## src/glt_pkg.sv

```systemverilog
package glt_pkg;

  // Table geometry
  localparam int CODE_BITS   = 16;
  localparam int TABLE_DEPTH = 1 << CODE_BITS;
  localparam int GLYPH_COUNT = 256;
  localparam int GI_W        = 8;   // stored glyph index width
  localparam int DIM_W       = 9;   // grid and glyph size registers
  localparam int PIX_W       = 16;  // pixel coordinates
  localparam int IDX_W       = 18;  // 8x9 product plus an 8-bit add
  localparam int RUN_W       = 9;

  // Port widths
  localparam int ACT_W      = 3;
  localparam int IN_DATA_W  = 56;
  localparam int OUT_DATA_W = 64;
  localparam int CFG_IDX_W  = 3;
  localparam int CFG_DATA_W = 9;

  // Actions
  localparam logic [ACT_W-1:0] ACT_MAP_CELL   = 3'd0;
  localparam logic [ACT_W-1:0] ACT_MAP_RUN    = 3'd1;
  localparam logic [ACT_W-1:0] ACT_MAP_DIRECT = 3'd2;
  localparam logic [ACT_W-1:0] ACT_CLEAR      = 3'd3;
  localparam logic [ACT_W-1:0] ACT_LOOKUP     = 3'd4;

  // Register indexes
  localparam logic [CFG_IDX_W-1:0] CFG_LAYOUT = 3'd0;
  localparam logic [CFG_IDX_W-1:0] CFG_COLS   = 3'd1;
  localparam logic [CFG_IDX_W-1:0] CFG_ROWS   = 3'd2;
  localparam logic [CFG_IDX_W-1:0] CFG_GW     = 3'd3;
  localparam logic [CFG_IDX_W-1:0] CFG_GH     = 3'd4;

  typedef struct packed {
    logic                 we;
    logic                 re;
    logic [CODE_BITS-1:0] addr;
    logic [GI_W-1:0]      wdata;
  } ram_req_t;

  typedef struct packed {
    logic             start;
    logic [GI_W-1:0]  dividend;
    logic [DIM_W-1:0] divisor;
  } div_req_t;

  typedef struct packed {
    logic            done;
    logic [GI_W-1:0] quot;
    logic [GI_W-1:0] rem;
  } div_rsp_t;

endpackage

```

## src/glt_div.sv

```systemverilog
module glt_div import glt_pkg::*; (
  input  logic     clk,
  input  logic     rst_n,
  input  div_req_t req,
  output div_rsp_t rsp
);

  localparam int STEPS = GI_W;
  localparam int CNT_W = $clog2(STEPS + 1);

  logic             busy_r;
  logic             done_r;
  logic [CNT_W-1:0] cnt_r;
  logic [GI_W-1:0]  quo_r;
  logic [DIM_W-1:0] rem_r;
  logic [DIM_W-1:0] divisor_r;

  logic [DIM_W:0]   trial;
  logic             ge;
  logic [DIM_W-1:0] rem_nxt;

  // restoring division, one quotient bit per cycle
  always_comb begin
    trial   = {rem_r, quo_r[GI_W-1]};
    ge      = trial >= {1'b0, divisor_r};
    rem_nxt = ge ? DIM_W'(trial - {1'b0, divisor_r}) : trial[DIM_W-1:0];
  end

  always_ff @(posedge clk) begin
    if (!rst_n) begin
      busy_r <= 1'b0;
      done_r <= 1'b0;
      cnt_r  <= '0;
    end else begin
      done_r <= 1'b0;
      if (req.start) begin
        busy_r <= 1'b1;
        cnt_r  <= CNT_W'(STEPS);
      end else if (busy_r) begin
        cnt_r <= cnt_r - 1'b1;
        if (cnt_r == CNT_W'(1)) begin
          busy_r <= 1'b0;
          done_r <= 1'b1;
        end
      end
    end
  end

  always_ff @(posedge clk) begin
    if (req.start) begin
      quo_r     <= req.dividend;
      rem_r     <= '0;
      divisor_r <= req.divisor;
    end else if (busy_r) begin
      quo_r <= {quo_r[GI_W-2:0], ge};
      rem_r <= rem_nxt;
    end
  end

  assign rsp.done = done_r;
  assign rsp.quot = quo_r;
  assign rsp.rem  = rem_r[GI_W-1:0];

endmodule

```

## config.mk

```make
export PLATFORM = sky130hd
export DESIGN_NAME = glt_div
export DESIGN_NICKNAME = d
export VERILOG_FILES = /design/src/glt_pkg.sv /design/src/glt_div.sv
export SDC_FILE = /design/constraint.sdc
export NUM_CORES = 1
export LEC_CHECK = 0
export ABC_AREA = 1
export BUFFER_PORTS_ARGS = -buffer_cell sky130_fd_sc_hd__buf_2
export CORE_AREA = 8 8 96 77
export DETAILED_ROUTE_END_ITERATION = 10
export DIE_AREA = 0 0 104 85
export PLACE_DENSITY = 0.5
export SYNTH_ARGS = -nofsm -noshare
export SYNTH_HDL_FRONTEND = slang
export SYNTH_SLANG_ARGS = --single-unit
export TNS_END_PERCENT = 5
```

## constraint.sdc

```tcl
create_clock -name clk -period 6 [get_ports clk]
set_clock_uncertainty 0.15 [all_clocks]
set_input_delay 0.6 -clock clk [delete_from_list [all_inputs] [get_ports clk]]
set_output_delay 0.6 -clock clk [all_outputs]
set_load 0.05 [all_outputs]
```

==> metrics.md, run 1 <==
| Metric | Value |
|---|---|
| RSZ-0062 raised after global routing | false |
| First-pass GRT wire length | 7.18 mm |
| Final setup viols | 0 |
| Area after DPL | 2060 sq um |
| Yosys warns | 0 |
| Power Density | roughly 240 nW/um^2 |
| Crit-path leading delay family | simple AND/OR/NAND/NOR gates |
| Die span in y | around 85 um |
| Area contributors post-synth | edfxtp_1 27%, nand2_1 16%, dfxtp_1 16% |
| DRC viols | 0 |
| Initial cell density of the core | 0.314 |
| Total CTS buffers | 5 |
| Register area share after synthesis | 0.434 |
| Post-route ant nets | 0 |
| Pre-CTS WS | 3.62 ns |
| Hpwl dp | 3.30 mm |
| Cell taking the most area after synthesis | edfxtp_1 |
| Top-area cell type share of the netlist area | 0.273 |
| Top-level port count | 37 |
| Final wirelength | approximately 4.2 mm |
| Antenna violations before repair | 0 |
| Max-cap viol count | 0 |
| Peak supply drop | about 0.14 mV |
| Root Driver | clkbuf_8 |
| CTS tree | yes |
| Fraction of registers with async set/reset | 0 |
| Final instance area | 2140 sq um |
| Final WS setup | roughly 3.6 ns |
| Largest buffer count on any clock path | 2 |
| Number of global-route vias before repair | around 1500 |
| Avg WL per Cell | 12.2 um |
| Worst EP required | 6.08 ns |
| Run status | complete, no violations |
| N_diodes | 0 |
| Worst Path Buf+Inv | 0 |
| Initial DRC count | 86 |
| Worst min path class | flip-flop to flip-flop |
| Avg Cell Area, Syn | slightly below 8 sq um |
| Filler cells | 653 |
| Via-per-instance ratio | ~4.3 |
| Core area | 5940 sq um |
| DRT Pass-1 Iters | 4 |
| CP cell instances | ha_1 > nand2_1 > nand2_1 > nand2_1 > nand2_1 > a21oi_1 > nand2_2 > nand2_1 > nand3_1 > nand2_1 |
| Worst setup EP type | flip-flop |
| Post-synth top cells | 81 x nand2_1, 32 x inv_1, 18 x nand3_1 |
| Leakage | ~1.1 nW |
| Yosys cell types | 27 |
| Worst-Skew Late Latency | 0.28 ns |
| CP max stage delay | ~0.62 ns |
| Number of cell rows | 25 |
| Slowest cell on crit path | a21oi_1 |
| Crit path launch type | flip-flop |
| Min Tclk post-route | between 2 and 2.5 ns |
| Port bufs | 36 |
| Synth Net Count | between 200 and 300 |
| Crit path kind | flip-flop to flip-flop |
| Layout area overhead | 14.6% |
| Fin crit share | 0.394 |
| Most used cell, CP | nand2_1 |
| Max Slew Vio Count | 0 |
| Share of layout cells above drive strength 1 | 0.202 |
| GP Congestion | roughly 0.8 |
| CTS resizes | 0 |
| CTS Sinks | 32 |
| Cells after Synth | approximately 240 |
| CTS clock-pin slew for the worst setup and hold paths | roughly 0.06 ns |
| Buffer count from post-CTS setup fixing | 0 |
| Top FF cell, synth | edfxtp_1 |
| Largest net degree at the start of global routing | 22 |
| Synthesized area | 1870 sq um |
| Remaining Overflow, GRT | 0 |
| Worst EP arrival | about 2.4 ns |
| CP max FO | 11 |
| Register bit count reported by yosys | 32 |
| Post-CTS Hold Buffers | 0 |
| Hold Vio Cnt, Final | 0 |
| Top-count cell post-synth | nand2_1 |
| Slew @ Worst Pin | 0.801 ns |
| Fin Setup TNS | 0 ns |
| Die ar. | slightly below 9000 sq um |
| Number of synthesized flops with an enable pin | 17 |
| Vias | 1494 |
| Die width | around 100 um |
| Total global-route track usage | 0.100 |
| Max Freq | between 400 and 500 MHz |
| Number of nets in the layout | just under 300 |
| Worst slew margin | 0.466 |
| CTS H-tree depth | 2 |
[routing by layer]
layer / vias up / part of all wire / routed length (um) / GRT usage
li1: 797 / - / - / -
met1: 652 / 0.53 / 2270 / 0.138
met2: 38 / 0.41 / 1730 / 0.142
met3: 7 / 0.047 / 200 / 0.0310
met4: 0 / 0.0090 / 38 / 0.0354
met5: - / 0 / 0 / 0
[cell usage in the layout (no fill, tap or decap), types with 3 or more instances in the layout]
cell type	n
nand2_1	81
buf_2	36
inv_1	32
nand3_1	18
edfxtp_1	17
dfxtp_1	15
nor2_1	12
ha_1	11
nand3b_1	9
nand2_2	5
a21oi_1	5
clkbuf_8	5
nor2_2	3
[tightest hold or removal path, stage by stage (launching register included)]
cell,delay [ns]
dfxtp_1,0.31
nand2_1,0.06
a31oi_1,0.06
[per-stage QoR]
| stage | cells | hold WS (ns) | util | total power (W) |
|---|---|---|---|---|
| 2_1_floorplan | 235 | 0.295 | - | 0.000338 |
| 4_1_cts | 348 | 0.330 | 0.360 | 0.000527 |
| 6_report | 348 | 0.330 | 0.360 | 0.000520 |
| 5_1_grt | 348 | 0.324 | 0.360 | 0.000550 |
| 3_3_place_gp | 340 | 0.308 | 0.346 | 0.000366 |
| 3_5_place_dp | 340 | 0.320 | 0.346 | 0.000367 |
[flip-flops by register name (all words and copies together) (netlist names)]
signal / cells
busy_r: 1
done_r: 1
rem_r: 9
cnt_r: 4
quo_r: 8
divisor_r: 9
[power breakdown]
part / switching [W] / internal [W] / total (W)
Sequential: 0.00000773 / 0.000247 / 0.000254
Combinational: 0.0000733 / 0.0000329 / 0.000106
Clock: 0.0000776 / 0.0000813 / 0.000159
Total: 0.000159 / 0.000361 / 0.000520
[cell families after synthesis]
group / after synthesis / share of synthesized area
adders and majority gates: 12 / 0.0844
DFF: 32 / 0.434
xor gates and xnor gates: 3 / 0.0141
and+or+nand+nor: 132 / 0.320
AOI/OAI and AO/OA: 10 / 0.0308
buffers and inverters: 46 / 0.117
[area by class of cell]
| class | instances | area, sq um | share of cell area |
|---|---|---|---|
| clock inverter | 1 | 5.00 | 0.00234 |
| clock buffer | 7 | 76.3 | 0.0357 |
| tap | 81 | 101 | 0.0474 |
| inverter | 34 | 128 | 0.0596 |
| timing repair buffer | 36 | 180 | 0.0842 |
| multi-input combinational | 157 | 838 | 0.392 |
| sequential | 32 | 811 | 0.379 |
[path summary, 6_finish.rpt]
| check | startpoint | endpoint | slack, ns | depth (start not counted) |
|---|---|---|---|---|
| setup / recovery | rem_r[6] | rem_r[5] | 3.64 | 10 |
| hold / removal | cnt_r[3] | cnt_r[3] | 0.33 | 2 |
| setup reg to reg | rem_r[6] | rem_r[5] | 3.64 | 10 |
| hold reg to reg | cnt_r[3] | cnt_r[3] | 0.33 | 2 |
No activity file was read; power rests on OpenSTA's default activity.
==> run 2: changes to the inputs <==
--- a/config.mk
+++ b/config.mk
@@ -5,12 +5,12 @@
 export SDC_FILE = /design/constraint.sdc
 export NUM_CORES = 1
 export LEC_CHECK = 0
-export ABC_AREA = 1
+export ABC_AREA = 0
 export BUFFER_PORTS_ARGS = -buffer_cell sky130_fd_sc_hd__buf_2
-export CORE_AREA = 8 8 96 77
+export CORE_AREA = 8 8 94 75
 export DETAILED_ROUTE_END_ITERATION = 10
-export DIE_AREA = 0 0 104 85
-export PLACE_DENSITY = 0.5
+export DIE_AREA = 0 0 102 83
+export PLACE_DENSITY = 0.51
 export SYNTH_ARGS = -nofsm -noshare
 export SYNTH_HDL_FRONTEND = slang
 export SYNTH_SLANG_ARGS = --single-unit
==> constraint.sdc (replaced) <==
create_clock -name clk -period 2.35 [get_ports clk]
set_clock_uncertainty 0.15 [all_clocks]
set_input_delay 0.235 -clock clk [delete_from_list [all_inputs] [get_ports clk]]
set_output_delay 0.235 -clock clk [all_outputs]
set_load 0.05 [all_outputs]
==> run 2 against run 1 <==
  * Register-to-register slack got worse by 3.7 ns
  * Clock power grew to 3.2 times the previous value
  * Combinational power rose to 5.0 times the previous value
  * Final area is 6.8% higher
  * Worst hold slack worse by 0.29 ns
  * The run now ends with negative setup slack left
  * Via count fell by 9.6%
  * Fmax shrank 3.1%
  * Area after synthesis is 5.3% lower
  * Core utilization is 4.9 points higher
  * Critical path depth did not move
==> metrics.md, run 2 <==
| Metric | Value |
|---|---|
| Run status | finished with violations (was complete, no violations) |
| Failing checks | negative setup slack |
| Synth Net Count | 198 (was 267) |
| Fraction of registers with async set/reset | 0 (unchanged) |
| CTS H-tree depth | 2 (unchanged) |
| Final setup viols | 6 (was 0) |
| Top-count cell post-synth | edfxtp_1 (was nand2_1) |
| Top FF cell, synth | edfxtp_1 (unchanged) |
| Worst setup EP type | flip-flop (unchanged) |
| Synthesized area | 1770 sq um (was 1870 sq um) |
| DRT Pass-1 Iters | 4 (unchanged) |
| Core area | 5590 sq um (was 5940 sq um) |
| Area after DPL | 2060 sq um (about the same) |
| Yosys cell types | 42 (was 27) |
| Crit path kind | flip-flop to flip-flop (unchanged) |
| Initial DRC count | 50 (was 86) |
| Leakage | 1.03 nW (was 1.11 nW) |
| Register area share after synthesis | 0.459 (was 0.434) |
| Crit path launch type | flip-flop (unchanged) |
| Share of layout cells above drive strength 1 | 0.338 (was 0.202) |
| Worst EP arrival | 2.45 ns (was 2.44 ns) |
| First-pass GRT wire length | 6.53 mm (was 7.18 mm) |
| Worst slew margin | 0.738 (was 0.466) |
| Total global-route track usage | 0.0975 (was 0.100) |
| Avg Cell Area, Syn | 10.7 sq um (was 7.94 sq um) |
| Register bit count reported by yosys | 32 (unchanged) |
| Number of global-route vias before repair | 1359 (was 1484) |
| CTS Sinks | 32 (unchanged) |
| Total CTS buffers | 5 (unchanged) |
| Min Tclk post-route | 2.44 ns (was 2.36 ns) |
| Max-cap viol count | 0 (unchanged) |
| Root Driver | clkbuf_8 (unchanged) |
| Die width | 102 um (was 104 um) |
| Vias | 1350 (was 1494) |
| Final wirelength | 3.91 mm (was 4.24 mm) |
| Cell taking the most area after synthesis | edfxtp_1 (unchanged) |
| Number of nets in the layout | 253 (was 298) |
| CTS tree | yes (unchanged) |
| Max Slew Vio Count | 0 (unchanged) |
| Avg WL per Cell | 13.0 um (was 12.2 um) |
| Commonest non-fill, non-tap cells in the layout | 36 x buf_2, 17 x edfxtp_1, 17 x buf_4 (was 81 x nand2_1, 36 x buf_2, 32 x inv_1) |
| Largest net degree at the start of global routing | 24 (was 22) |
| Largest buffer count on any clock path | 2 (unchanged) |
| Peak supply drop | 0.307 mV (was 0.138 mV) |
| GP Congestion | 0.780 (was 0.778) |
| Post-route ant nets | 0 (unchanged) |
| Slew @ Worst Pin | 0.392 ns (was 0.801 ns) |
| Die ar. | 8470 sq um (was 8840 sq um) |
| Number of cell rows | 24 (was 25) |
| N_diodes | 0 (unchanged) |
| Final WS setup | -0.0854 ns (was 3.64 ns) |
| Die span in y | 83 um (was 85 um) |
| CP max FO | 7 (was 11) |
| Via-per-instance ratio | 4.50 (was 4.29) |
| Max Freq | 411 MHz (was 424 MHz) |
| Hpwl dp | 2.95 mm (was 3.30 mm) |
| Worst-Skew Late Latency | 0.29 ns (was 0.28 ns) |
| CTS clock-pin slew for the worst setup and hold paths | 0.08 ns (was 0.06 ns) |
| Port bufs | 36 (unchanged) |
| Cells after Synth | 166 (was 235) |
| Layout area overhead | 29.2% (was 14.6%) |
| Filler cells | 555 (was 653) |
| Total power | 0.00170 W (was 0.000520 W) |
| Initial cell density of the core | 0.317 (was 0.314) |
| Hold Vio Cnt, Final | 0 (unchanged) |
| Number of synthesized flops with an enable pin | 17 (unchanged) |
| Antenna violations before repair | 0 (unchanged) |
| Regs by FF count | divisor_r (9), rem_r (9), quo_r (8) (unchanged) |
| Remaining Overflow, GRT | 0 (unchanged) |
| Fin Setup TNS | -0.396 ns (was 0 ns) |
| Area contributors post-synth | edfxtp_1 29%, dfxtp_1 17%, ha_1 7.8% (was edfxtp_1 27%, nand2_1 16%, dfxtp_1 16%) |
| Fin crit share | 1.04 (was 0.394) |
| Yosys warns | 0 (unchanged) |
| Top-area cell type share of the netlist area | 0.289 (was 0.273) |
| Worst EP required | 2.37 ns (was 6.08 ns) |
| DRC viols | 0 (unchanged) |
| Post-synth top cells | 17 x edfxtp_1, 15 x dfxtp_1, 15 x inv_1, 15 x nor2_1, 11 x ha_1 (was 81 x nand2_1, 32 x inv_1, 18 x nand3_1) |
| Top-level port count | 37 (unchanged) |
| Final instance area | 2280 sq um (was 2140 sq um) |
| Leading cell type in the layout, fill and taps excluded | buf_2 (was nand2_1) |
| Worst min path class | input pin to flip-flop (was flip-flop to flip-flop) |
| Power Density | 745 nW/um^2 (was 243 nW/um^2) |
| RSZ-0062 raised after global routing | true (was false) |
-- run 2: cell count changes after synthesis, moves of 4 or more --
cell,before,now
nand2_2,5,0
nand3b_1,9,0
mux2i_1,0,4
a211oi_1,1,5
clkbuf_1,0,4
inv_1,32,15
mux2_2,0,7
nand2_1,81,9
nand3_1,18,2
-- run 2: timing repair --
item	4_1_cts	5_1_grt
setup endpoints to repair	8	10
hold buffers	9	0
hold endpoints to repair	9	0
gates resized for setup	2	1
buffers inserted	1	1
pin swaps	1	1
-- run 2: worst max-delay path, stage by stage (launching register included) --
cell      delay (ns)
edfxtp_1        0.38
inv_1           0.07
ha_1            0.16
inv_1           0.05
fa_1            0.39
a211oi_2        0.26
o31ai_2         0.13
a211oi_4        0.26
buf_4           0.19
mux2i_1         0.19
a211oi_1        0.08
-- run 2: routing by layer --
metal / wire length (um) / GRT usage
met2: 1770 / 0.144
met4: 29 / 0.0319
met1: 1960 / 0.128
met5: 0 / 0
met3: 152 / 0.0333
-- run 2: cell type report --
type | instances | area (sq um) | share of cell area
inverters | 16 | 60.1 | 0.0263
clock inverters | 2 | 12.5 | 0.00548
multi-input cells | 104 | 812 | 0.355
flip-flops and latches | 32 | 811 | 0.355
repair buffers | 62 | 398 | 0.174
clock buffers | 6 | 93.8 | 0.0411
well taps | 78 | 97.6 | 0.0427
-- run 2: kinds of logic after synthesis --
family / count (synthesis) / synth area share
AO/OA/AOI/OAI: 30 / 0.137
XOR/XNOR: 9 / 0.0446
adder cells (fa/ha/maj): 12 / 0.0892
multiplexers: 11 / 0.0672
buffers and inverters: 30 / 0.0870
flip-flops: 32 / 0.459
AND/OR/NAND/NOR: 42 / 0.117
-- run 2: stage by stage --
stage	util	instances	worst slack [ns]	hold WS, ns
finish	0.409	300	-0.0854	0.0359
CTS	0.407	299	-0.123	0.0344
global placement	0.370	281	-0.0451	0.262
floorplan	-	166	-0.391	0.184
detailed placement	0.370	281	-0.145	0.264
global route	0.409	300	-0.274	0.0455
-- run 2: final timing paths --
check / from / to / slack, ns / cells after the start
max reg2reg: quo_r[7] / rem_r[6] / -0.09 / 10
min reg2reg: cnt_r[1] / cnt_r[1] / 0.35 / 2
min: rst_n / busy_r / 0.04 / 2
max: quo_r[7] / rem_r[6] / -0.09 / 10
-- run 2: where the power goes --
group          total [W]  switching [W]  internal (W)  leakage, nW
logic           0.000527       0.000305      0.000221        0.686
clock network   0.000501       0.000230      0.000271       0.0523
registers       0.000674      0.0000302      0.000644        0.292
total            0.00170       0.000565       0.00114         1.03
